===== src/hdl/bdef_pkg.sv =====
// Package for the button debounce event framer.
// Holds frame constants, register indexes and the shared structs; depends on nothing.
package bdef_pkg;

	localparam int unsigned FRAME_LEN = 10;
	localparam int unsigned IDX_W     = 4;

	localparam logic [7:0] FRAME_START = 8'hF0;
	localparam logic [7:0] FRAME_COUNT = 8'h01;
	localparam logic [7:0] FRAME_LENB  = 8'h04;
	localparam logic [7:0] FRAME_STOP  = 8'hFF;
	localparam logic [7:0] STATE_NORMAL_CODE = 8'h01;
	localparam logic [7:0] STATE_DOWN_CODE   = 8'h02;

	localparam logic [15:0] LOCKOUT_RESET = 16'd200;
	localparam logic [7:0]  PORT_RESET    = 8'd0;
	localparam logic [7:0]  DEVICE_RESET  = 8'd10;
	localparam logic [7:0]  PRESS_RESET   = 8'd1;
	localparam logic [7:0]  RELEASE_RESET = 8'd2;

	localparam logic [2:0] REG_LOCKOUT = 3'd0;
	localparam logic [2:0] REG_PORT    = 3'd1;
	localparam logic [2:0] REG_DEVICE  = 3'd2;
	localparam logic [2:0] REG_PRESS   = 3'd3;
	localparam logic [2:0] REG_RELEASE = 3'd4;

	typedef struct packed {
		logic        press;
		logic [15:0] total;
	} frame_desc_t;

	typedef struct packed {
		logic [7:0] port_number;
		logic [7:0] device_code;
		logic [7:0] press_code;
		logic [7:0] release_code;
	} frame_cfg_t;

endpackage


===== src/hdl/bdef_front.sv =====
// Front end: takes ticks, runs the lockout and press count, queues frame descriptors.
// Depends on bdef_pkg.
module bdef_front import bdef_pkg::*; (
	input  logic        clk,
	input  logic        arst_n,
	input  logic        in_valid,
	output logic        in_stall,
	input  logic        level,
	input  logic [15:0] lockout_ticks,
	input  logic        queue_full,
	output logic        push,
	output frame_desc_t push_desc
);

	typedef enum logic [1:0] {
		MODE_NORMAL  = 2'd1,
		MODE_DOWN    = 2'd2,
		MODE_LOCKOUT = 2'd3
	} mode_t;

	mode_t       mode_q;
	logic        held_q;
	logic [15:0] elapsed_q;
	logic [15:0] total_q;
	logic        take;
	logic        edge_hit;
	logic [15:0] total_next;

	assign in_stall   = queue_full;
	assign take       = in_valid && !queue_full;
	assign edge_hit   = (mode_q != MODE_LOCKOUT) && (level != held_q);
	assign total_next = level ? total_q : total_q + 16'd1;
	assign push       = take && edge_hit;
	assign push_desc  = '{press: !level, total: total_next};

	always_ff @(posedge clk or negedge arst_n) begin
		if (!arst_n) begin
			mode_q    <= MODE_NORMAL;
			held_q    <= 1'b1;
			elapsed_q <= '0;
			total_q   <= '0;
		end else if (take) begin
			case (mode_q)
				MODE_LOCKOUT: begin
					if (elapsed_q >= lockout_ticks) begin
						mode_q <= held_q ? MODE_NORMAL : MODE_DOWN;
					end else begin
						elapsed_q <= elapsed_q + 16'd1;
					end
				end
				default: begin
					if (edge_hit) begin
						held_q    <= level;
						mode_q    <= MODE_LOCKOUT;
						elapsed_q <= '0;
						total_q   <= total_next;
					end
				end
			endcase
		end
	end

endmodule


===== src/hdl/bdef_queue.sv =====
// Short descriptor queue between front and back ends.
// Depends on bdef_pkg.
module bdef_queue import bdef_pkg::*; #(
	parameter int unsigned DEPTH = 2
) (
	input  logic        clk,
	input  logic        arst_n,
	input  logic        push,
	input  frame_desc_t push_desc,
	input  logic        pop,
	output logic        full,
	output logic        head_valid,
	output frame_desc_t head_desc
);

	localparam int unsigned PTR_W = (DEPTH > 1) ? $clog2(DEPTH) : 1;
	localparam int unsigned CNT_W = $clog2(DEPTH + 1);
	localparam logic [PTR_W-1:0] PTR_LAST = PTR_W'(DEPTH - 1);
	localparam logic [CNT_W-1:0] CNT_FULL = CNT_W'(DEPTH);

	frame_desc_t      slot_q [DEPTH];
	logic [PTR_W-1:0] wr_q;
	logic [PTR_W-1:0] rd_q;
	logic [CNT_W-1:0] cnt_q;

	assign full       = (cnt_q == CNT_FULL);
	assign head_valid = (cnt_q != '0);
	assign head_desc  = slot_q[rd_q];

	always_ff @(posedge clk) begin
		if (push) begin
			slot_q[wr_q] <= push_desc;
		end
	end

	always_ff @(posedge clk or negedge arst_n) begin
		if (!arst_n) begin
			wr_q  <= '0;
			rd_q  <= '0;
			cnt_q <= '0;
		end else begin
			if (push) begin
				wr_q <= (wr_q == PTR_LAST) ? '0 : wr_q + PTR_W'(1);
			end
			if (pop) begin
				rd_q <= (rd_q == PTR_LAST) ? '0 : rd_q + PTR_W'(1);
			end
			case ({push, pop})
				2'b10:   cnt_q <= cnt_q + CNT_W'(1);
				2'b01:   cnt_q <= cnt_q - CNT_W'(1);
				default: cnt_q <= cnt_q;
			endcase
		end
	end

endmodule


===== src/hdl/bdef_back.sv =====
// Back end: serialises the head descriptor into a ten-byte frame, one byte a cycle unless stalled.
// Depends on bdef_pkg.
module bdef_back import bdef_pkg::*; (
	input  logic        clk,
	input  logic        arst_n,
	input  logic        head_valid,
	input  frame_desc_t head_desc,
	input  frame_cfg_t  cfg,
	output logic        pop,
	output logic        out_valid,
	input  logic        out_stall,
	output logic [7:0]  frame_byte,
	output logic        frame_end
);

	localparam logic [IDX_W-1:0] IDX_LAST = IDX_W'(FRAME_LEN - 1);

	logic [IDX_W-1:0] idx_q;
	logic             out_valid_q;
	logic [7:0]       byte_q;
	logic             end_q;
	logic             load;
	logic [7:0]       byte_d;

	assign load       = head_valid && (!out_valid_q || !out_stall);
	assign pop        = load && (idx_q == IDX_LAST);
	assign out_valid  = out_valid_q;
	assign frame_byte = byte_q;
	assign frame_end  = end_q;

	always_comb begin
		case (idx_q)
			4'd0:    byte_d = FRAME_START;
			4'd1:    byte_d = FRAME_COUNT;
			4'd2:    byte_d = cfg.device_code;
			4'd3:    byte_d = cfg.port_number;
			4'd4:    byte_d = FRAME_LENB;
			4'd5:    byte_d = head_desc.press ? STATE_DOWN_CODE : STATE_NORMAL_CODE;
			4'd6:    byte_d = head_desc.press ? cfg.press_code : cfg.release_code;
			4'd7:    byte_d = head_desc.total[7:0];
			4'd8:    byte_d = head_desc.total[15:8];
			default: byte_d = FRAME_STOP;
		endcase
	end

	always_ff @(posedge clk) begin
		if (load) begin
			byte_q <= byte_d;
			end_q  <= (idx_q == IDX_LAST);
		end
	end

	always_ff @(posedge clk or negedge arst_n) begin
		if (!arst_n) begin
			idx_q       <= '0;
			out_valid_q <= 1'b0;
		end else begin
			if (load) begin
				out_valid_q <= 1'b1;
				idx_q       <= (idx_q == IDX_LAST) ? '0 : idx_q + IDX_W'(1);
			end else if (!out_stall) begin
				out_valid_q <= 1'b0;
			end
		end
	end

endmodule


===== src/hdl/button_debounce_event_framer.sv =====
// Button debounce event framer, top level.
// Holds the configuration registers and joins bdef_front, bdef_queue and bdef_back.
// Depends on bdef_pkg.
//
// One tick is taken every clock cycle while the descriptor queue has room; a level
// change outside the lockout queues one frame, and the back end sends its ten bytes
// on the result channel at one byte a cycle while out_stall is low.
// Up to QUEUE_DEPTH frames wait between the two sides; ticks stall only while the
// queue is full. Configuration is written through cfg_we, cfg_index and cfg_data
// (lockout_ticks, port_number, device_code, press_code, release_code in index order).
module button_debounce_event_framer import bdef_pkg::*; #(
	parameter int unsigned QUEUE_DEPTH = 2
) (
	input  logic        clk,
	input  logic        arst_n,
	input  logic        cfg_we,
	input  logic [2:0]  cfg_index,
	input  logic [15:0] cfg_data,
	input  logic        in_valid,
	output logic        in_stall,
	input  logic        level,
	output logic        out_valid,
	input  logic        out_stall,
	output logic [7:0]  frame_byte,
	output logic        frame_end
);

	logic [15:0] lockout_q;
	frame_cfg_t  cfg_q;
	logic        queue_full;
	logic        push;
	frame_desc_t push_desc;
	logic        pop;
	logic        head_valid;
	frame_desc_t head_desc;

	always_ff @(posedge clk or negedge arst_n) begin
		if (!arst_n) begin
			lockout_q          <= LOCKOUT_RESET;
			cfg_q.port_number  <= PORT_RESET;
			cfg_q.device_code  <= DEVICE_RESET;
			cfg_q.press_code   <= PRESS_RESET;
			cfg_q.release_code <= RELEASE_RESET;
		end else if (cfg_we) begin
			case (cfg_index)
				REG_LOCKOUT: lockout_q          <= cfg_data;
				REG_PORT:    cfg_q.port_number  <= cfg_data[7:0];
				REG_DEVICE:  cfg_q.device_code  <= cfg_data[7:0];
				REG_PRESS:   cfg_q.press_code   <= cfg_data[7:0];
				REG_RELEASE: cfg_q.release_code <= cfg_data[7:0];
				default:     ;
			endcase
		end
	end

	bdef_front u_front (
		.clk           (clk),
		.arst_n        (arst_n),
		.in_valid      (in_valid),
		.in_stall      (in_stall),
		.level         (level),
		.lockout_ticks (lockout_q),
		.queue_full    (queue_full),
		.push          (push),
		.push_desc     (push_desc)
	);

	bdef_queue #(
		.DEPTH (QUEUE_DEPTH)
	) u_queue (
		.clk        (clk),
		.arst_n     (arst_n),
		.push       (push),
		.push_desc  (push_desc),
		.pop        (pop),
		.full       (queue_full),
		.head_valid (head_valid),
		.head_desc  (head_desc)
	);

	bdef_back u_back (
		.clk        (clk),
		.arst_n     (arst_n),
		.head_valid (head_valid),
		.head_desc  (head_desc),
		.cfg        (cfg_q),
		.pop        (pop),
		.out_valid  (out_valid),
		.out_stall  (out_stall),
		.frame_byte (frame_byte),
		.frame_end  (frame_end)
	);

endmodule

===== config.mk =====
export PLATFORM = sky130hd
export DESIGN_NAME = button_debounce_event_framer
export DESIGN_NICKNAME = d
export VERILOG_FILES = /design/src/hdl/bdef_pkg.sv /design/src/hdl/bdef_front.sv /design/src/hdl/bdef_queue.sv /design/src/hdl/bdef_back.sv /design/src/hdl/button_debounce_event_framer.sv
export SDC_FILE = /design/constraint.sdc
export NUM_CORES = 1
export LEC_CHECK = 0
export ABC_CLOCK_PERIOD_IN_PS = 2700
export BUFFER_PORTS_ARGS = -buffer_cell sky130_fd_sc_hd__buf_2
export CAP_MARGIN = 10
export CORE_MARGIN = 5
export CORE_UTILIZATION = 55
export DETAILED_ROUTE_END_ITERATION = 7
export PLACE_DENSITY_LB_ADDON = 0.25
export SLEW_MARGIN = 25
export SYNTH_ARGS = -nofsm -noshare
export SYNTH_HDL_FRONTEND = slang
export SYNTH_SLANG_ARGS = --single-unit

===== constraint.sdc =====
create_clock -name clk -period 2.7 [get_ports clk]
set_input_delay 0.27 -clock clk [delete_from_list [all_inputs] [get_ports clk]]
set_output_delay 0.27 -clock clk [all_outputs]
set_load 0.1 [all_outputs]

==> results of run 1 <==
## state kept, by name, indices dropped and copies added (netlist names)
register	count
u_back.out_valid	1
u_front.total_q	16
u_front.elapsed_q	16
cfg_q	32
u_queue.wr_q	1
u_queue.cnt_q	2
u_queue.rd_q	1
lockout_q	16
u_front.mode_q	2
u_back.frame_end	1
u_back.idx_q	4
u_front.held_q	1
u_queue.slot_q	34
u_back.frame_byte	8
## synth_stat cells, types with 3 or more instances
library cell / number
sky130_fd_sc_hd__o221ai_1: 4
sky130_fd_sc_hd__a221oi_1: 5
sky130_fd_sc_hd__nand3_1: 19
sky130_fd_sc_hd__o22ai_1: 6
sky130_fd_sc_hd__a31oi_1: 3
sky130_fd_sc_hd__mux2i_1: 19
sky130_fd_sc_hd__ha_1: 19
sky130_fd_sc_hd__o21ai_0: 45
sky130_fd_sc_hd__xnor2_1: 17
sky130_fd_sc_hd__a211oi_1: 3
sky130_fd_sc_hd__dfrtp_1: 83
sky130_fd_sc_hd__clkbuf_1: 21
sky130_fd_sc_hd__xor2_1: 21
sky130_fd_sc_hd__nor2b_1: 7
sky130_fd_sc_hd__inv_1: 23
sky130_fd_sc_hd__o22a_2: 11
sky130_fd_sc_hd__nand2b_1: 3
sky130_fd_sc_hd__and2_1: 3
sky130_fd_sc_hd__and3_1: 9
sky130_fd_sc_hd__and4_1: 3
sky130_fd_sc_hd__a21oi_1: 11
sky130_fd_sc_hd__nand4_1: 7
sky130_fd_sc_hd__edfxtp_1: 43
sky130_fd_sc_hd__nand2_1: 62
sky130_fd_sc_hd__mux2_2: 36
sky130_fd_sc_hd__nor3b_1: 3
sky130_fd_sc_hd__nor2_1: 36
sky130_fd_sc_hd__nor3_1: 14
sky130_fd_sc_hd__dfstp_2: 9
## where the power goes
group          switching, mW  total [mW]  internal (mW)  leakage (nW)
Clock                  0.847        2.48           1.63         0.301
Combinational           1.81        2.73          0.924          1.43
Sequential             0.333        3.01           2.68          1.54
Total                   2.99        8.23           5.24          3.28
## routing by layer
layer	wire length [um]	share of wire	up-vias
li1	-	-	2199
met3	447	0.033	26
met2	6720	0.49	94
met4	319	0.023	0
met1	6170	0.45	2243
met5	0	0	-
## per-stage QoR
step / utilization / setup slack [ns] / power [mW] / setup TNS [ns]
floorplan: - / 0.00244 / 5.04 / 0
global placement: 0.588 / 0.144 / 5.61 / 0
detailed placement: 0.588 / 0.0576 / 5.70 / 0
CTS: 0.642 / 0.0318 / 8.20 / 0
global route: 0.646 / -0.0342 / 8.67 / -0.284
finish: 0.646 / 0.0592 / 8.23 / 0
## worst paths after layout
kind | cells past startpoint | slack (ns) | endpoint | start
worst max-delay path | 8 | 0.06 | u_front.elapsed_q[15]$_DFFE_PN0P_ | u_front.elapsed_q[13]$_DFFE_PN0P_
worst min-delay path | 3 | 0.06 | lockout_q[12]$_DFFE_PN0P_ | cfg_data[12]
worst max register to register | 8 | 0.06 | u_front.elapsed_q[15]$_DFFE_PN0P_ | u_front.elapsed_q[13]$_DFFE_PN0P_
worst min register to register | 2 | 0.49 | u_back.out_valid$_DFFE_PN0P_ | u_back.out_valid$_DFFE_PN0P_
max in group asynchronous | 3 | 1.56 | u_queue.wr_q$_DFFE_PN0P_ | arst_n
min in group asynchronous | 2 | 0.43 | cfg_q[14]$_DFFE_PN0P_ | arst_n
## worst max-delay path, delay by kind of cell, from the launching register on
family	cells	cell delay, ns
simple gates	3	0.96
compound gates	3	0.68
flops	1	0.44
fa+ha+maj	1	0.33
buf+inv	1	0.16
## cell type report
class	instances	area, um^2	share of cell area
Inverter	23	86.3	0.0113
Timing Repair Buffer	57	358	0.0467
Tap cell	147	184	0.0240
Clock inverter	13	204	0.0266
Multi-Input combinational cell	398	2790	0.364
Sequential cell	135	3600	0.471
Clock buffer	19	433	0.0565
## cells by family after synthesis
family / share of synthesized area
AO/OA/AOI/OAI: 0.104
XOR/XNOR: 0.0506
adder cells (fa/ha/maj): 0.0362
buffers and inverters: 0.0306
flip-flops: 0.548
multiplexers: 0.0927
AND/OR/NAND/NOR: 0.137
## what timing repair did
action / 4_1_cts / 5_1_grt
setup buffers: 0 / 2
resized for setup: 0 / 2
hold buffers: 1 / 0
hold endpoints to repair: 42 / 0
endpoints found under the setup margin: 0 / 13
## cells in the final DEF, fill, tap and decap left out, types with 4 or more instances in the layout
master and instances:
sky130_fd_sc_hd__dfrtp_1 83, sky130_fd_sc_hd__xnor2_1 17, sky130_fd_sc_hd__a21oi_1 11, sky130_fd_sc_hd__and3_1 9, sky130_fd_sc_hd__nand3_1 19, sky130_fd_sc_hd__o221ai_1 4
sky130_fd_sc_hd__mux2_2 36, sky130_fd_sc_hd__nor3_1 14, sky130_fd_sc_hd__nor2_1 36, sky130_fd_sc_hd__inv_1 23, sky130_fd_sc_hd__dfstp_2 9, sky130_fd_sc_hd__mux2i_1 19
sky130_fd_sc_hd__nor2b_1 7, sky130_fd_sc_hd__o22ai_1 6, sky130_fd_sc_hd__edfxtp_1 43, sky130_fd_sc_hd__o22a_2 11, sky130_fd_sc_hd__nand2_1 62, sky130_fd_sc_hd__xor2_1 21
sky130_fd_sc_hd__ha_1 19, sky130_fd_sc_hd__buf_4 21, sky130_fd_sc_hd__clkbuf_16 17, sky130_fd_sc_hd__a221oi_1 5, sky130_fd_sc_hd__o21ai_0 45, sky130_fd_sc_hd__nand4_1 7
sky130_fd_sc_hd__bufinv_16 5, sky130_fd_sc_hd__buf_2 34
==> flow_metrics.env, run 1 <==
export IMPL_global_route_peak_usage_layer="met2"
export IMPL_io_pins=36
export IMPL_grt_met2_usage=0.326
export IMPL_setup_worst_path_end_class="flip-flop"
export IMPL_period_needed_ns=2.64
export IMPL_unrepaired_setup_endpoints_after_global_routing="true"
export IMPL_place_detailed_hpwl_mm=9.59
export IMPL_site_row_count=40
export IMPL_ys_seq_area_frac=0.548
export IMPL_synthArstFlopShare=0.681
export IMPL_setup_worst_path_class="flip-flop to flip-flop"
export IMPL_synthesis_area_um2=6570
export IMPL_fp_dieArea_um2=14200
export IMPL_layout_drive_gt1_share=0.240
export IMPL_synth_edf_count=43
export IMPL_ys_dominant_reg_cell="sky130_fd_sc_hd__dfrtp_1"
export IMPL_grt_antenna_before_repair=0
export IMPL_timing_critical_path_cells="ha_1, nand4_1, or4_1, a221o_1, and3_4, a21oi_4, buf_12, o22a_2"
export IMPL_n_fill_cell=902
export IMPL_place_detailed_instances=757
export IMPL_die_height_um=119
export IMPL_hold_path_class="primary input to flip-flop"
export IMPL_grt_util_met3=0.0470
export IMPL_fin_nets=676
export IMPL_worst_slew_margin_rel=0.534
export IMPL_cts_buffer_depth=2
export IMPL_area_overhead_of_the_layout_relative_to_synthesis_pct=16.5
export IMPL_synth_top_cells_by_area="sky130_fd_sc_hd__dfrtp_1 (32%), sky130_fd_sc_hd__edfxtp_1 (20%), sky130_fd_sc_hd__mux2_2 (6.2%), sky130_fd_sc_hd__ha_1 (3.6%), sky130_fd_sc_hd__dfstp_2 (3.6%)"
export IMPL_gr_usage_met1=0.276
export IMPL_floorplan_die_width_um=119
export IMPL_critical_path_required_ns=3.06
export IMPL_root_buffer="sky130_fd_sc_hd__clkbuf_16"
export IMPL_drcViolationCount=0
export IMPL_fin_hold_ws_ns=0.0596
export IMPL_stdcell_area_um2=7660
export IMPL_grt_pass1_wl_mm=23.0
export IMPL_maxCapViolCount=0
export IMPL_buffer_ports_inserted=35
export IMPL_routed_wire_length_per_instance_um=17.2
export IMPL_maximum_number_of_pins_on_one_net_before_global_route_repair=54
export IMPL_worst_setup_hold_path_clk_slew_ns=0.06
export IMPL_max_slew_worst_pin_slew_ns=0.698
export IMPL_first_global_vias=4594
export IMPL_setup_viol=0
export IMPL_p_per_area_nw_per_um2=1070
export IMPL_h_tree_depth=4
export IMPL_drtIter0Drc=359
export IMPL_detailed_place_area_um2=6970
export IMPL_vias=4562
export IMPL_timing_critical_path_from_type="flip-flop"
export IMPL_floorplan_initialDensity=0.554
export IMPL_status="finished, final reports clean"
export IMPL_slowest_delay_ns=0.56
export IMPL_synth_top_area_share=0.316
export IMPL_diodes=0
export IMPL_grt_total_usage=0.206
export IMPL_dr_pass1_iters=6
export IMPL_max_freq_mhz=379
export IMPL_syn_instance_count=583
export IMPL_synth_seq_cells=135
export IMPL_clock_sinks=135
export IMPL_master_of_the_slowest_instance_on_the_critical_path="sky130_fd_sc_hd__or4_1"
export IMPL_vdd_drop_max_mv=0.750
export IMPL_cts_buffers=17
export IMPL_cellLeakagePower_nw=3.28
export IMPL_netlist_cell_type_count=57
export IMPL_fin_skew_ns=0.00785
export IMPL_final_max_slew_violation_count=0
export IMPL_antenna_violating_nets_post_route=0
export IMPL_worstSkewPairLatency_ns=0.42
export IMPL_worst_ep_arrival_time_ns=3.00
export IMPL_yosysTopAreaCell="sky130_fd_sc_hd__dfrtp_1"
export IMPL_gp_congestion=0.904
export IMPL_final_worst_path_period_share=0.978
export IMPL_syn_area_per_cell_um2=11.3
export IMPL_grt_ovfl_total=0
export IMPL_synthesis_yosys_warnings=0
export IMPL_synth_net_count=627
export IMPL_finish_cell_count_without_fillers=792
export IMPL_cts_tree="yes"
export IMPL_core_region_area_um2=11900
export IMPL_cp_max_fo=10
export IMPL_final_hold_viol_count=0
export IMPL_detail_route_wirelength_mm=13.7
export IMPL_vias_per_cell=5.76
No activity file was read; power rests on OpenSTA's default activity.
==> run 2, diff against run 1 <==
--- a/config.mk
+++ b/config.mk
@@ -8,7 +8,7 @@
 export ABC_CLOCK_PERIOD_IN_PS = 2700
 export BUFFER_PORTS_ARGS = -buffer_cell sky130_fd_sc_hd__buf_2
 export CAP_MARGIN = 10
-export CORE_MARGIN = 5
+export CORE_MARGIN = 3
 export CORE_UTILIZATION = 55
 export DETAILED_ROUTE_END_ITERATION = 7
 export PLACE_DENSITY_LB_ADDON = 0.25
==> flow_metrics.env, run 2 (synthesis results as in run 1) <==
export IMPL_max_flop_register="u_queue.slot_q"
export IMPL_place_detailed_hpwl_mm=9.31
export IMPL_cpLargestDelayFamily="simple AND/OR/NAND/NOR gates"
export IMPL_floorplan_die_width_um=115
export IMPL_maximum_number_of_pins_on_one_net_before_global_route_repair=59
export IMPL_hold_path_class="primary input to flip-flop"
export IMPL_commonest_cells_after_routing_fill_and_taps_aside="sky130_fd_sc_hd__dfrtp_1 (83), sky130_fd_sc_hd__nand2_1 (62), sky130_fd_sc_hd__o21ai_0 (45)"
export IMPL_drcViolationCount=0
export IMPL_status="finished, final reports clean"
export IMPL_final_max_slew_violation_count=0
export IMPL_layout_drive_gt1_share=0.233
export IMPL_clock_sinks=135
export IMPL_setup_worst_path_class="flip-flop to flip-flop"
export IMPL_fin_hold_ws_ns=0.0603
export IMPL_hold_path_startpoint="cfg_data[14]"
export IMPL_period_needed_ns=2.58
export IMPL_n_fill_cell=863
export IMPL_dr_pass1_iters=5
export IMPL_io_pins=36
export IMPL_core_region_area_um2=11600
export IMPL_timing_hold_worst_path_depth=3
export IMPL_cts_buffers=17
export IMPL_vdd_drop_max_mv=0.872
export IMPL_setup_tns_final_ns=0
export IMPL_setup_viol=0
export IMPL_routed_wire_length_per_instance_um=17.3
export IMPL_worst_setup_hold_path_clk_slew_ns=0.06
export IMPL_fin_skew_ns=0.00672
export IMPL_critical_path_required_ns=3.06
export IMPL_setup_worst_path_end_class="flip-flop"
export IMPL_cts_tree="yes"
export IMPL_slowest_delay_ns=0.56
export IMPL_grt_antenna_before_repair=0
export IMPL_ff2ff_setup_slack_ns=0.12
export IMPL_fin_nets=671
export IMPL_antenna_violating_nets_post_route=0
export IMPL_buffer_ports_inserted=35
export IMPL_grt_pass1_wl_mm=22.6
export IMPL_layout_cells_most_common="sky130_fd_sc_hd__dfrtp_1"
export IMPL_final_hold_viol_count=0
export IMPL_max_slew_worst_pin_slew_ns=0.702
export IMPL_root_buffer="sky130_fd_sc_hd__clkbuf_16"
export IMPL_largest_reg_flops=34
export IMPL_top_regs="u_queue.slot_q: 34 flops, cfg_q: 32 flops"
export IMPL_cts_buffer_depth=2
export IMPL_cellLeakagePower_nw=3.29
export IMPL_timing_critical_path_from_type="flip-flop"
export IMPL_worst_slew_margin_rel=0.532
export IMPL_timing_critical_path_buf_inv=1
export IMPL_die_height_um=115
export IMPL_gp_congestion=0.831
export IMPL_worst_ep_arrival_time_ns=2.94
export IMPL_fp_dieArea_um2=13300
export IMPL_unrepaired_setup_endpoints_after_global_routing="false"
export IMPL_grt_total_usage=0.223
export IMPL_rr_endpoint="u_front.elapsed_q[5]$_DFFE_PN0P_"
export IMPL_min_to="lockout_q[14]$_DFFE_PN0P_"
export IMPL_master_of_the_slowest_instance_on_the_critical_path="sky130_fd_sc_hd__or4_1"
export IMPL_cp_depth=8
export IMPL_h_tree_depth=4
export IMPL_drtIter0Drc=256
export IMPL_cp_max_fo=10
export IMPL_p_per_area_nw_per_um2=1090
export IMPL_site_row_count=39
export IMPL_post_layout_total_power_mw=8.36
export IMPL_detail_route_wirelength_mm=13.6
export IMPL_area_occupied_by_registers_um2=3600
export IMPL_multiInputGateArea_um2=2780
export IMPL_worst_r2r_path_depth=8
export IMPL_first_global_vias=4536
export IMPL_worstSkewPairLatency_ns=0.42
export IMPL_final_worst_path_period_share=0.957
export IMPL_maxCapViolCount=0
export IMPL_grt_ovfl_total=0
export IMPL_vias_per_cell=5.83
export IMPL_max_freq_mhz=387
export IMPL_diodes=0
export IMPL_critical_path_reg2reg_startpoint="u_front.elapsed_q[12]$_DFFE_PN0P_"
export IMPL_area_overhead_of_the_layout_relative_to_synthesis_pct=16.7
export IMPL_timing_critical_path_cells="ha_1, nand4_1, or4_1, a221o_1, and3_4, a21oi_4, buf_12, o22a_2"
export IMPL_floorplan_initialDensity=0.568
export IMPL_vias=4563
## run 2: layer usage
layer / track usage / wire (um) / part of all wire / vias up
met5: 0 / 0 / 0 / -
met4: 0.0869 / 243 / 0.018 / 0
met3: 0.0584 / 575 / 0.042 / 17
met2: 0.363 / 6730 / 0.50 / 117
met1: 0.286 / 6020 / 0.44 / 2250
li1: - / - / - / 2179
## run 2: where the power goes
group | total, mW | internal (mW) | switching (mW)
sequential | 3.04 | 2.68 | 0.361
combinational | 2.65 | 0.896 | 1.76
clock | 2.67 | 1.82 | 0.845
total | 8.36 | 5.40 | 2.96
## run 2: repair_timing
item / CTS / global route
hold buffers: 1 / 0
setup buffers: 0 / 1
setup endpoints to repair: 0 / 8
gates resized for setup: 0 / 1
endpoints found under the hold margin: 30 / 0
## run 2: per-stage QoR
step / setup WS [ns] / util / instances / area, um^2
final: 0.115 / 0.663 / 783 / 7670
after floorplan: 0.00244 / - / 583 / 6570
after detailed placement: 0.0286 / 0.601 / 749 / 6950
after global placement: 0.132 / 0.601 / 749 / 6950
after global routing: 0.0277 / 0.663 / 783 / 7670
after CTS: 0.0203 / 0.661 / 782 / 7640
## run 2: worst max-delay path by stage
stage | start | endpoint | slack, ns
final | u_front.elapsed_q[12]$_DFFE_PN0P_ | u_front.elapsed_q[5]$_DFFE_PN0P_ | 0.12
after global routing | lockout_q[7]$_DFFE_PN1P_ | u_front.elapsed_q[8]$_DFFE_PN0P_ | 0.03
after CTS | u_front.elapsed_q[12]$_DFFE_PN0P_ | u_front.elapsed_q[1]$_DFFE_PN0P_ | 0.02
after detailed placement | u_front.elapsed_q[12]$_DFFE_PN0P_ | u_front.elapsed_q[1]$_DFFE_PN0P_ | 0.03
after global placement | u_front.elapsed_q[12]$_DFFE_PN0P_ | u_front.elapsed_q[1]$_DFFE_PN0P_ | 0.13
after floorplan | u_front.held_q$_DFFE_PN1P_ | u_queue.slot_q[0][0]$_DFFE_PP_ | 0.002
## run 2: tightest hold or removal path, stage by stage
cell	delay (ns)
sky130_fd_sc_hd__buf_2	0.08
sky130_fd_sc_hd__nand2_1	0.03
sky130_fd_sc_hd__o21ai_0	0.06
## run 2: cell type report
cell class | instances | area share
clock buffers | 19 | 0.0565
clock inverters | 13 | 0.0326
inverters | 23 | 0.0113
multi-input cells | 398 | 0.363
flip-flops and latches | 135 | 0.470
well taps | 143 | 0.0233
repair buffers | 52 | 0.0434
==> run 3, diff against run 2 <==
--- a/config.mk
+++ b/config.mk
@@ -11,8 +11,9 @@
 export CORE_MARGIN = 3
 export CORE_UTILIZATION = 55
 export DETAILED_ROUTE_END_ITERATION = 7
-export PLACE_DENSITY_LB_ADDON = 0.25
+export PLACE_DENSITY = 0.74
 export SLEW_MARGIN = 25
 export SYNTH_ARGS = -nofsm -noshare
 export SYNTH_HDL_FRONTEND = slang
+export SYNTH_HIERARCHICAL = 1
 export SYNTH_SLANG_ARGS = --single-unit
==> flow_metrics.env, run 3 <==
export IMPL_fp_dieArea_um2=13600
export IMPL_core_region_area_um2=11700
export IMPL_synth_top_cells_by_area="sky130_fd_sc_hd__dfrtp_1 (31%), sky130_fd_sc_hd__edfxtp_1 (19%), sky130_fd_sc_hd__mux2_2 (10%), sky130_fd_sc_hd__ha_1 (3.5%), sky130_fd_sc_hd__dfstp_2 (3.5%)"
export IMPL_drcViolationCount=0
export IMPL_unrepaired_setup_endpoints_after_global_routing="false"
export IMPL_floorplan_initialDensity=0.577
export IMPL_io_pins=36
export IMPL_top_regs="u_queue/slot_q: 34 flops, cfg_q: 32 flops"
export IMPL_synth_net_count=577
export IMPL_vias_per_cell=5.85
export IMPL_detail_route_wirelength_mm=12.9
export IMPL_worst_slew_margin_rel=0.455
export IMPL_clock_sinks=135
export IMPL_maxCapViolCount=0
export IMPL_ys_top_cells_by_count="sky130_fd_sc_hd__dfrtp_1 (83), sky130_fd_sc_hd__mux2_2 (60), sky130_fd_sc_hd__edfxtp_1 (43)"
export IMPL_ys_seq_area_frac=0.536
export IMPL_timing_critical_path_buf_inv=1
export IMPL_commonest_cells_after_routing_fill_and_taps_aside="sky130_fd_sc_hd__dfrtp_1 (83), sky130_fd_sc_hd__mux2_2 (60), sky130_fd_sc_hd__edfxtp_1 (43)"
export IMPL_post_synth_fa_ha_maj_area_fraction=0.0353
export IMPL_synthesis_yosys_warnings=6
export IMPL_place_detailed_hpwl_mm=9.08
export IMPL_finish_cell_count_without_fillers=735
export IMPL_site_row_count=39
export IMPL_cts_setup_buffers=0
export IMPL_die_height_um=117
export IMPL_synthMuxAreaShare=0.132
export IMPL_cp_max_fo=11
export IMPL_cts_buffer_depth=2
export IMPL_cts_buffers=17
export IMPL_syn_instance_count=533
export IMPL_root_buffer="sky130_fd_sc_hd__clkbuf_16"
export IMPL_n_fill_cell=883
export IMPL_syn_area_per_cell_um2=12.6
export IMPL_grt_total_usage=0.205
export IMPL_setup_viol=0
export IMPL_fin_nets=623
export IMPL_status="finished, final reports clean"
export IMPL_buffer_ports_inserted=35
export IMPL_period_needed_ns=2.45
export IMPL_vdd_drop_max_mv=0.708
export IMPL_p_switching_mw=2.90
export IMPL_routed_wire_length_per_instance_um=17.5
export IMPL_setup_worst_path_class="flip-flop to flip-flop"
export IMPL_timing_critical_path_cells="ha_1, and4_1, nand4_1, or4_4, nand4_4, buf_4, nor2b_1, o22a_1"
export IMPL_diodes=0
export IMPL_maximum_number_of_pins_on_one_net_before_global_route_repair=57
export IMPL_critical_path_required_ns=2.99
export IMPL_synth_top_area_share=0.309
export IMPL_gp_congestion=0.863
export IMPL_dr_pass1_iters=5
export IMPL_fin_util=0.649
export IMPL_power_combinational_fraction=0.350
export IMPL_timing_critical_path_from_type="flip-flop"
export IMPL_yosys_area_share_simple=0.109
export IMPL_synth_compound_gate_area_share=0.0971
export IMPL_slowest_delay_ns=0.58
export IMPL_grt_pass1_wl_mm=21.2
export IMPL_final_hold_viol_count=0
export IMPL_first_global_vias=4385
export IMPL_area_overhead_of_the_layout_relative_to_synthesis_pct=12.6
export IMPL_internal_power_mw=5.08
export IMPL_post_cts_resized=0
export IMPL_worst_setup_hold_path_clk_slew_ns=0.05
export IMPL_setup_tns_final_ns=0
export IMPL_yosysTopAreaCell="sky130_fd_sc_hd__dfrtp_1"
export IMPL_worst_ep_arrival_time_ns=2.74
export IMPL_pwr_share_clk=0.269
export IMPL_synthArstFlopShare=0.681
export IMPL_hold_path_class="primary input to flip-flop"
export IMPL_cts_tree="yes"
export IMPL_netlist_cell_type_count=69
export IMPL_layout_drive_gt1_share=0.287
export IMPL_grt_ovfl_total=0
export IMPL_p_sw_frac=0.363
export IMPL_max_slew_worst_pin_slew_ns=0.813
export IMPL_fin_skew_ns=0.00717
export IMPL_floorplan_die_width_um=117
export IMPL_worstSkewPairLatency_ns=0.41
export IMPL_grt_antenna_before_repair=0
export IMPL_max_freq_mhz=409
export IMPL_cts_hold_repair_buffers=1
export IMPL_max_flop_register="u_queue/slot_q"
export IMPL_p_per_area_nw_per_um2=1050
export IMPL_place_ws_ns=0.278
export IMPL_synthesis_area_um2=6730
export IMPL_final_max_slew_violation_count=0
export IMPL_synthMostInstantiatedCell="sky130_fd_sc_hd__dfrtp_1"
export IMPL_layout_cells_most_common="sky130_fd_sc_hd__dfrtp_1"
export IMPL_place_detailed_instances=702
export IMPL_final_worst_path_period_share=0.906
export IMPL_master_of_the_slowest_instance_on_the_critical_path="sky130_fd_sc_hd__or4_4"
export IMPL_sequentialPowerShare=0.380
export IMPL_setup_worst_path_end_class="flip-flop"
export IMPL_fin_ws_ns=0.254
export IMPL_drtIter0Drc=331
export IMPL_vias=4299
export IMPL_synth_seq_cells=135
export IMPL_h_tree_depth=4
export IMPL_synth_edf_count=43
export IMPL_antenna_violating_nets_post_route=0
export IMPL_largest_reg_flops=34
export IMPL_synth_xor_xnor_area_share=0.0495
export IMPL_cellLeakagePower_nw=3.28
export IMPL_cpLargestDelayFamily="simple AND/OR/NAND/NOR gates"
export IMPL_ys_dominant_reg_cell="sky130_fd_sc_hd__dfrtp_1"
export IMPL_dominant_combinational_cell_family_by_area_after_synthesis="multiplexers"
run 3: cell count changes in the layout (fill, tap and decap cells not counted), sizes merged, moves of 9 or more:
cell / before / now
nor3: 14 / 5
clkbuf: 19 / 28
mux2i: 20 / 8
mux2: 36 / 69
o21ai: 45 / 23
nand2: 62 / 22
run 3: routing by layer:
layer | GRT usage | part of all wire | up-vias
met3 | 0.0560 | 0.041 | 23
li1 | - | - | 2026
met4 | 0.0810 | 0.020 | 0
met5 | 0 | 0 | -
met1 | 0.270 | 0.45 | 2156
met2 | 0.326 | 0.49 | 94
run 3: final cells by class:
cell class	instances	area, um^2	area share
inverters	25	93.8	0.0124
repair buffers	49	298	0.0393
clock inverters	4	45.0	0.00595
multi-input cells	351	2850	0.376
flip-flops and latches	135	3600	0.476
clock buffers	28	507	0.0669
well taps	143	179	0.0236
run 3: metrics by stage:
step	hold slack [ns]	total power [mW]	cell area, um^2
3_5_place_dp	0.277	5.84	7010
4_1_cts	0.0654	8.03	7570
3_3_place_gp	0.271	5.74	7010
2_1_floorplan	-0.0256	5.35	6730
6_report	0.0889	7.98	7570
5_1_grt	0.0716	8.43	7570
run 3: power by group through the flow:
| stage | logic [mW] | registers, mW | clock network, mW |
|---|---|---|---|
| after floorplan | 1.85 | 3.50 | 0 |
| after global placement | 2.70 | 3.04 | 0 |
| after detailed placement | 2.77 | 3.07 | 0 |
| after CTS | 2.80 | 3.04 | 2.20 |
| after global routing | 3.03 | 3.10 | 2.29 |
| final | 2.80 | 3.03 | 2.15 |
run 3: cell families (layout without fill, tap and decap cells):
kind of cell / count (synthesis) / count (layout)
xor gates and xnor gates: 38 / 38
buffers and inverters: 47 / 106
muxes: 77 / 77
and+or+nand+nor: 124 / 124
AOI/OAI and AO/OA: 93 / 93
DFF: 135 / 135
adders and majority gates: 19 / 19
run 3: path summary, 6_finish.rpt:
path | from | end | slack, ns | depth (start not counted)
max | u_front/elapsed_q[15]$_DFFE_PN0P_ | u_front/elapsed_q[4]$_DFFE_PN0P_ | 0.25 | 8
min | cfg_data[10] | lockout_q[10]$_DFFE_PN0P_ | 0.09 | 2
max reg2reg | u_front/elapsed_q[15]$_DFFE_PN0P_ | u_front/elapsed_q[4]$_DFFE_PN0P_ | 0.25 | 8
min reg2reg | u_queue/cnt_q[1]$_DFFE_PN0P_ | u_queue/cnt_q[1]$_DFFE_PN0P_ | 0.49 | 1
max in group asynchronous | arst_n | lockout_q[7]$_DFFE_PN1P_ | 1.61 | 3
min in group asynchronous | arst_n | u_front/total_q[15]$_DFFE_PN0P_ | 0.38 | 2
